<file path="src/rtl/i2cs_pkg.sv">
package i2cs_pkg;

    localparam int RX_DEPTH = 32;
    localparam int TX_DEPTH = 32;
    localparam int RX_PTR_W = $clog2(RX_DEPTH);
    localparam int TX_PTR_W = $clog2(TX_DEPTH);
    localparam int RX_CNT_W = $clog2(RX_DEPTH + 1);
    localparam int TX_CNT_W = $clog2(TX_DEPTH + 1);
    localparam int LEVEL_W  = 6;
    localparam int ADDR_W   = 7;

    localparam logic [2:0] ACT_BUS_EVENT  = 3'd0;
    localparam logic [2:0] ACT_SHIFT_DONE = 3'd1;
    localparam logic [2:0] ACT_PUSH_TX    = 3'd2;
    localparam logic [2:0] ACT_POP_RX     = 3'd3;
    localparam logic [2:0] ACT_FLUSH_TX   = 3'd4;

    localparam logic [7:0] GENERAL_CALL = 8'h00;
    localparam logic [3:0] BITS_DATA    = 4'd8;
    localparam logic [3:0] BITS_ACK     = 4'd1;

    typedef enum logic [5:0] {
        PH_CHECK_ADDR  = 6'b000001,
        PH_SEND_DATA   = 6'b000010,
        PH_REQ_REPLY   = 6'b000100,
        PH_CHECK_REPLY = 6'b001000,
        PH_REQ_DATA    = 6'b010000,
        PH_GET_DATA    = 6'b100000
    } phase_t;

    typedef struct packed {
        logic [2:0] action;
        logic       sda_high;
        logic [7:0] byte_in;
    } in_item_t;

    typedef struct packed {
        logic [7:0]         shift_load;
        logic               sda_drive;
        logic [3:0]         bits_to_shift;
        logic               listening;
        logic               addressed_read;
        logic [7:0]         rx_byte;
        logic               rx_valid;
        logic               fifo_error;
        logic [LEVEL_W-1:0] tx_level;
        logic [LEVEL_W-1:0] rx_level;
    } out_item_t;

    typedef struct packed {
        logic               load_sel;
        logic               sda_drive;
        logic [3:0]         bits_to_shift;
        logic               listening;
        logic               addressed_read;
        logic               rx_valid;
        logic               fifo_error;
        logic [LEVEL_W-1:0] tx_level;
        logic [LEVEL_W-1:0] rx_level;
    } stage_t;

endpackage

</file>
<file path="src/rtl/i2c_slave_byte_fsm_with_fifos.sv">
// Byte-level I2C slave sequencer with a 32-byte receive FIFO and a 32-byte transmit FIFO.
// Each input beat (start/stop, shift done, push tx, pop rx, flush tx) gives exactly one
// result beat telling the shift engine what to load, whether to drive SDA and how many
// bits come next, plus FIFO levels and popped data. Beats are taken one per clock while
// s_ready is high; a beat goes into the first stage with the registered FIFO read, then
// into the output register, and back pressure on the result side stalls the input side
// only once both internal stages are full. The user must write own_address through
// cfg_wr_en/cfg_wr_data only while the block is idle; the block does not enforce this.
module i2c_slave_byte_fsm_with_fifos
    import i2cs_pkg::*;
(
    input  logic                aclk,
    input  logic                aresetn,
    input  logic                cfg_wr_en,
    input  logic [ADDR_W-1:0]   cfg_wr_data,
    input  logic                s_valid,
    output logic                s_ready,
    input  in_item_t            s_item,
    output logic                m_valid,
    input  logic                m_ready,
    output out_item_t           m_item
);

    logic [ADDR_W-1:0]   own_address_reg;
    phase_t              phase_reg, phase_next;
    logic                listen_reg, listen_next;

    logic [7:0]          rx_mem [RX_DEPTH];
    logic [7:0]          tx_mem [TX_DEPTH];
    logic [RX_PTR_W-1:0] rx_head_reg, rx_head_next, rx_tail_reg, rx_tail_next;
    logic [TX_PTR_W-1:0] tx_head_reg, tx_head_next, tx_tail_reg, tx_tail_next;
    logic [RX_CNT_W-1:0] rx_count_reg, rx_count_next;
    logic [TX_CNT_W-1:0] tx_count_reg, tx_count_next;
    logic [7:0]          rx_rd_reg, tx_rd_reg;

    logic                rx_wr, tx_wr;
    logic                accept, advance;
    logic                a_valid_reg;
    stage_t              a_reg, a_next;
    logic                m_valid_reg;
    out_item_t           m_item_reg;

    assign advance = !m_valid_reg || m_ready;
    assign s_ready = !a_valid_reg || advance;
    assign accept  = s_valid && s_ready;
    assign m_valid = m_valid_reg;
    assign m_item  = m_item_reg;

    always_comb begin
        phase_next    = phase_reg;
        listen_next   = listen_reg;
        rx_head_next  = rx_head_reg;
        rx_tail_next  = rx_tail_reg;
        rx_count_next = rx_count_reg;
        tx_head_next  = tx_head_reg;
        tx_tail_next  = tx_tail_reg;
        tx_count_next = tx_count_reg;
        rx_wr         = 1'b0;
        tx_wr         = 1'b0;
        a_next        = '0;
        a_next.bits_to_shift = BITS_DATA;

        unique case (s_item.action)
            ACT_BUS_EVENT: begin
                phase_next  = PH_CHECK_ADDR;
                listen_next = !s_item.sda_high;
            end
            ACT_SHIFT_DONE: begin
                if (listen_reg) begin
                    unique case (phase_reg) inside
                        PH_CHECK_ADDR: begin
                            if (s_item.byte_in == GENERAL_CALL
                                    || s_item.byte_in[7:1] == own_address_reg) begin
                                if (s_item.byte_in[0]) begin
                                    a_next.addressed_read = 1'b1;
                                    phase_next = PH_SEND_DATA;
                                end else begin
                                    phase_next = PH_REQ_DATA;
                                end
                                a_next.sda_drive     = 1'b1;
                                a_next.bits_to_shift = BITS_ACK;
                            end else begin
                                listen_next = 1'b0;
                            end
                        end
                        PH_SEND_DATA, PH_CHECK_REPLY: begin
                            if (phase_reg == PH_CHECK_REPLY && s_item.byte_in != 8'd0) begin
                                // master nack ends the read
                                listen_next = 1'b0;
                            end else if (tx_count_reg != '0) begin
                                a_next.load_sel  = 1'b1;
                                a_next.sda_drive = 1'b1;
                                tx_tail_next = (tx_tail_reg == TX_PTR_W'(TX_DEPTH - 1))
                                    ? '0 : tx_tail_reg + 1'b1;
                                tx_count_next = tx_count_reg - 1'b1;
                                phase_next    = PH_REQ_REPLY;
                            end else begin
                                listen_next = 1'b0;
                            end
                        end
                        PH_REQ_REPLY: begin
                            phase_next           = PH_CHECK_REPLY;
                            a_next.bits_to_shift = BITS_ACK;
                        end
                        PH_REQ_DATA: begin
                            phase_next = PH_GET_DATA;
                        end
                        PH_GET_DATA: begin
                            // full fifo drops the byte but still acks
                            if (rx_count_reg < RX_CNT_W'(RX_DEPTH)) begin
                                rx_wr        = 1'b1;
                                rx_head_next = (rx_head_reg == RX_PTR_W'(RX_DEPTH - 1))
                                    ? '0 : rx_head_reg + 1'b1;
                                rx_count_next = rx_count_reg + 1'b1;
                            end
                            phase_next           = PH_REQ_DATA;
                            a_next.sda_drive     = 1'b1;
                            a_next.bits_to_shift = BITS_ACK;
                        end
                        default: begin
                            phase_next  = PH_CHECK_ADDR;
                            listen_next = 1'b0;
                        end
                    endcase
                end
            end
            ACT_PUSH_TX: begin
                if (tx_count_reg < TX_CNT_W'(TX_DEPTH)) begin
                    tx_wr        = 1'b1;
                    tx_head_next = (tx_head_reg == TX_PTR_W'(TX_DEPTH - 1))
                        ? '0 : tx_head_reg + 1'b1;
                    tx_count_next = tx_count_reg + 1'b1;
                end else begin
                    a_next.fifo_error = 1'b1;
                end
            end
            ACT_POP_RX: begin
                if (rx_count_reg != '0) begin
                    a_next.rx_valid = 1'b1;
                    rx_tail_next = (rx_tail_reg == RX_PTR_W'(RX_DEPTH - 1))
                        ? '0 : rx_tail_reg + 1'b1;
                    rx_count_next = rx_count_reg - 1'b1;
                end else begin
                    a_next.fifo_error = 1'b1;
                end
            end
            ACT_FLUSH_TX: begin
                tx_count_next = '0;
                tx_head_next  = '0;
                tx_tail_next  = '0;
            end
            default: begin
            end
        endcase

        a_next.listening = listen_next;
        a_next.tx_level  = LEVEL_W'(tx_count_next);
        a_next.rx_level  = LEVEL_W'(rx_count_next);
    end

    always_ff @(posedge aclk) begin
        if (!aresetn) begin
            own_address_reg <= '0;
        end else if (cfg_wr_en) begin
            own_address_reg <= cfg_wr_data;
        end
    end

    always_ff @(posedge aclk) begin
        if (!aresetn) begin
            phase_reg    <= PH_CHECK_ADDR;
            listen_reg   <= 1'b0;
            rx_head_reg  <= '0;
            rx_tail_reg  <= '0;
            rx_count_reg <= '0;
            tx_head_reg  <= '0;
            tx_tail_reg  <= '0;
            tx_count_reg <= '0;
        end else if (accept) begin
            phase_reg    <= phase_next;
            listen_reg   <= listen_next;
            rx_head_reg  <= rx_head_next;
            rx_tail_reg  <= rx_tail_next;
            rx_count_reg <= rx_count_next;
            tx_head_reg  <= tx_head_next;
            tx_tail_reg  <= tx_tail_next;
            tx_count_reg <= tx_count_next;
        end
    end

    // fifo memories, read at the tail on every accepted beat
    always_ff @(posedge aclk) begin
        if (accept) begin
            if (rx_wr) begin
                rx_mem[rx_head_reg] <= s_item.byte_in;
            end
            if (tx_wr) begin
                tx_mem[tx_head_reg] <= s_item.byte_in;
            end
            rx_rd_reg <= rx_mem[rx_tail_reg];
            tx_rd_reg <= tx_mem[tx_tail_reg];
        end
    end

    always_ff @(posedge aclk) begin
        if (!aresetn) begin
            a_valid_reg <= 1'b0;
        end else if (s_ready) begin
            a_valid_reg <= s_valid;
        end
    end

    always_ff @(posedge aclk) begin
        if (accept) begin
            a_reg <= a_next;
        end
    end

    always_ff @(posedge aclk) begin
        if (!aresetn) begin
            m_valid_reg <= 1'b0;
        end else if (advance) begin
            m_valid_reg <= a_valid_reg;
        end
    end

    always_ff @(posedge aclk) begin
        if (advance && a_valid_reg) begin
            m_item_reg.shift_load     <= a_reg.load_sel ? tx_rd_reg : 8'd0;
            m_item_reg.sda_drive      <= a_reg.sda_drive;
            m_item_reg.bits_to_shift  <= a_reg.bits_to_shift;
            m_item_reg.listening      <= a_reg.listening;
            m_item_reg.addressed_read <= a_reg.addressed_read;
            m_item_reg.rx_byte        <= a_reg.rx_valid ? rx_rd_reg : 8'd0;
            m_item_reg.rx_valid       <= a_reg.rx_valid;
            m_item_reg.fifo_error     <= a_reg.fifo_error;
            m_item_reg.tx_level       <= a_reg.tx_level;
            m_item_reg.rx_level       <= a_reg.rx_level;
        end
    end

endmodule
</file>
<file path="config.mk">
export PLATFORM = sky130hd
export DESIGN_NAME = i2c_slave_byte_fsm_with_fifos
export DESIGN_NICKNAME = d
export VERILOG_FILES = /design/src/rtl/i2cs_pkg.sv /design/src/rtl/i2c_slave_byte_fsm_with_fifos.sv
export SDC_FILE = /design/constraint.sdc
export NUM_CORES = 1
export LEC_CHECK = 0
export CORE_ASPECT_RATIO = 2
export CORE_MARGIN = 3
export CORE_UTILIZATION = 45
export DETAILED_ROUTE_END_ITERATION = 8
export DONT_BUFFER_PORTS = 1
export MAX_ROUTING_LAYER = met4
export PLACE_DENSITY = 0.68
export SLEW_MARGIN = 40
export SYNTH_ARGS = -nofsm -noshare
export SYNTH_HDL_FRONTEND = slang
export SYNTH_SLANG_ARGS = --single-unit
export TNS_END_PERCENT = 10
</file>
<file path="constraint.sdc">
create_clock -name aclk -period 2.7 [get_ports aclk]
set_input_delay 0.405 -clock aclk [delete_from_list [all_inputs] [get_ports aclk]]
set_output_delay 0.405 -clock aclk [all_outputs]
set_load 0.02 [all_outputs]
</file>
==> results.yml <==
placement:
  port-buffer-count: 0
  placed_area_mm2: 0.0269
  dp.cells: 2124
  place.gp.congestion: 0.853
  dpl.hpwl_um: 37900
worst_setup_path:
  crit_arrival_ns: 2.83
  crit_slowest_cell: "dfxtp_4"
  cp_max_fo: 18
  path_common_cell: "mux4_2"
  r2r_end: "tx_rd_reg[1]$_DFFE_PP_"
  reg2reg_from: "tx_tail_reg[0]$_SDFFE_PN0P_"
  start_kind: "register"
  endpoint_kind: "register"
  crit_chain: "buf_12 > mux4_2 > mux4_2 > mux2_2"
  ff2ff_setup_slack_ns: 0.21
  slowest_delay_ns: 0.63
  required_ns: 3.03
  critPathKind: "reg2reg"
  ff2ff_path_depth: 4
min_path:
  min_to: "m_valid$_SDFFE_PN0P_"
  worstHoldPathCells: 3
  hold_start: "m_ready"
  hold_class: "in2reg"
sta:
  setup_violations: 0
  max_freq_ghz: 0.401
  maxSlewHeadroom_pct: 45.4
  fin_crit_sh_pct: 92.4
  period_minus_slack_ns: 2.49
  maxSlewViolCount: 0
  worst_pin_slew_ns: 0.816
  hold_viol_final: 0
  rsz0062_at_grt: "no"
  setup_tns_ns: 0
  fin_skew_ns: 0.0225
clock_tree:
  htree_levels: 2
  cts.sinks: 631
  numCtsBuffers: 52
  path_clk_slew_ns: 0.07
  clk_latency_ns: 0.60
  cts-root-buf: "clkbuf_16"
  clk_path_buf_depth: 3
  cts.repair.resized: 0
  cts_tree: "yes"
final_layout:
  drive_gt1_share_pct: 26.3
  stdcell_area_mm2: 0.0290
  area_delta_synth_final_pct: 14.2
  stdcell_count: 2245
  nNetsFinal: 1500
  diodes: 0
global_route:
  grt_pass1_vias: 13500
  antenna_found_initial: 0
  grt_max_degree: 68
  globalRouteTotalUtil_pct: 20.7
  grt_pass1_wl_um: 87900
  overflow: 0
synth:
  synth_top_area_cell: "edfxtp_1"
  synth-xor-area-share_pct: 0.483
  seq_area_frac_synth_pct: 72.8
  netlist_area_mm2: 0.0254
  synth_top_family_by_area: "multiplexers"
  synthArstFlopShare_pct: 0
  yosysWarnings: 0
  synth_edf_count: 583
  synthFlopType: "edfxtp_1"
  synth_area_leaders: "edfxtp_1 69%, mux4_2 14%, dfxtp_1 3.8%"
  synth_compound_area_share_pct: 2.71
  yosysTopAreaCellShare_pct: 69.0
  synth_most_common_cell: "edfxtp_1"
  yosys.area_share.simple_pct: 5.93
  synth.distinct_cells: 70
  ys_ff_latch: 631
  synthTopCellsByCount: "583 x edfxtp_1, 160 x mux4_2, 112 x nor2_1, 48 x dfxtp_1"
  synth-adder-area-share_pct: 0.888
  synth.mux.area_fraction_pct: 15.6
  synthCells: 1346
  avgSynthCellArea_um2: 18.8
floorplan:
  pin_count: 63
  start_util_pct: 45.7
  core_area_mm2: 0.0556
  die_h_um: 342
  rows: 122
  fp.dieW_um: 174
  dieArea_mm2: 0.0594
routing:
  via_count: 12800
  drtIter0Drc: 1211
  drc_errors: 0
  drt-total-wl_um: 59200
  firstDrtPassIters: 6
  ant_nets: 0
  wl_per_cell_um: 26.4
  via_per_inst: 5.72
flow_run:
  max_cap_violations: 0
status:
  status: "completed"
power:
  p_per_area_mw_per_mm2: 640
  leakage_nw: 9.06
  irDropWorstVdd_v: 0.000457
[cells by family (layout without fill, tap and decap cells)]
kind of cell,count (synthesis),in the layout
flip-flops,631,631
buffers and inverters,90,244
XOR/XNOR,14,14
other,1,2
adder cells (fa/ha/maj),18,18
AO/OA/AOI/OAI,104,104
AND/OR/NAND/NOR,294,294
multiplexers,194,194
[power breakdown]
group | total [W] | switching (W) | internal (W)
clock network | 0.00729 | 0.00341 | 0.00388
logic | 0.000440 | 0.000283 | 0.000157
registers | 0.0108 | 0.0000692 | 0.0107
total | 0.0185 | 0.00376 | 0.0148
[through the flow]
step           util, %  setup WS [ns]  hold WS (ns)  total power, W
2_1_floorplan        -          0.153         0.400          0.0112
3_3_place_gp      48.5          0.223         0.403          0.0113
3_5_place_dp      48.5          0.205         0.405          0.0113
4_1_cts           52.1          0.186        0.0152          0.0187
5_1_grt           52.1         0.0932        0.0233          0.0191
6_report          52.1          0.205        0.0426          0.0185
[worst max-delay path by stage]
stage	start	to	depth (start not counted)
after floorplan	rx_tail_reg[0]$_SDFFE_PN0P_	rx_rd_reg[0]$_DFFE_PP_	5
after global placement	rx_tail_reg[0]$_SDFFE_PN0P_	rx_rd_reg[6]$_DFFE_PP_	5
after detailed placement	tx_tail_reg[0]$_SDFFE_PN0P_	tx_rd_reg[1]$_DFFE_PP_	4
after CTS	tx_tail_reg[0]$_SDFFE_PN0P_	tx_rd_reg[1]$_DFFE_PP_	4
after global routing	tx_count_reg[1]$_SDFFE_PN0P_	a_reg[15]$_DFFE_PP_	8
final	tx_tail_reg[0]$_SDFFE_PN0P_	tx_rd_reg[1]$_DFFE_PP_	4
[metal layers]
metal  up-vias  wire, µm  global-route usage, %
met5         -         0                      -
li1       5654         -                      -
met1      6708     19400                   20.7
met4         0      2970                   9.35
met3       115      2300                   2.54
met2       366     34500                   39.5
[cells in the final DEF (no fill, tap or decap), drive strengths merged, types with 18 or more instances in the layout]
cell    count
clkinv     22
nand2      43
mux4      160
dfxtp      48
nor2      113
o21ai      30
a21oi      30
edfxtp    583
ha         18
buf       116
and2       18
nand3      28
clkbuf     66
[critical path: cells and delay by family, from the launching register on]
kind	cells	cell delay (ns)
buffers and inverters	1	0.23
flip-flops	1	0.63
multiplexers	3	1.34
[what timing repair did]
| action | in CTS | in global routing |
|---|---|---|
| endpoints found under the hold margin | 535 | 0 |
| hold buffers | 24 | 0 |
| buffers inserted | 0 | 0 |
[area by class of cell]
type	instances	area, µm²
Timing Repair Buffer	132	1340
Clock buffer	66	1400
Multi-Input combinational cell	626	6520
Sequential cell	631	18500
Inverter	15	56.3
Fill cell	4347	26600
Clock inverter	31	238
Tap cell	744	931
Power figures use the tool's default switching activity.
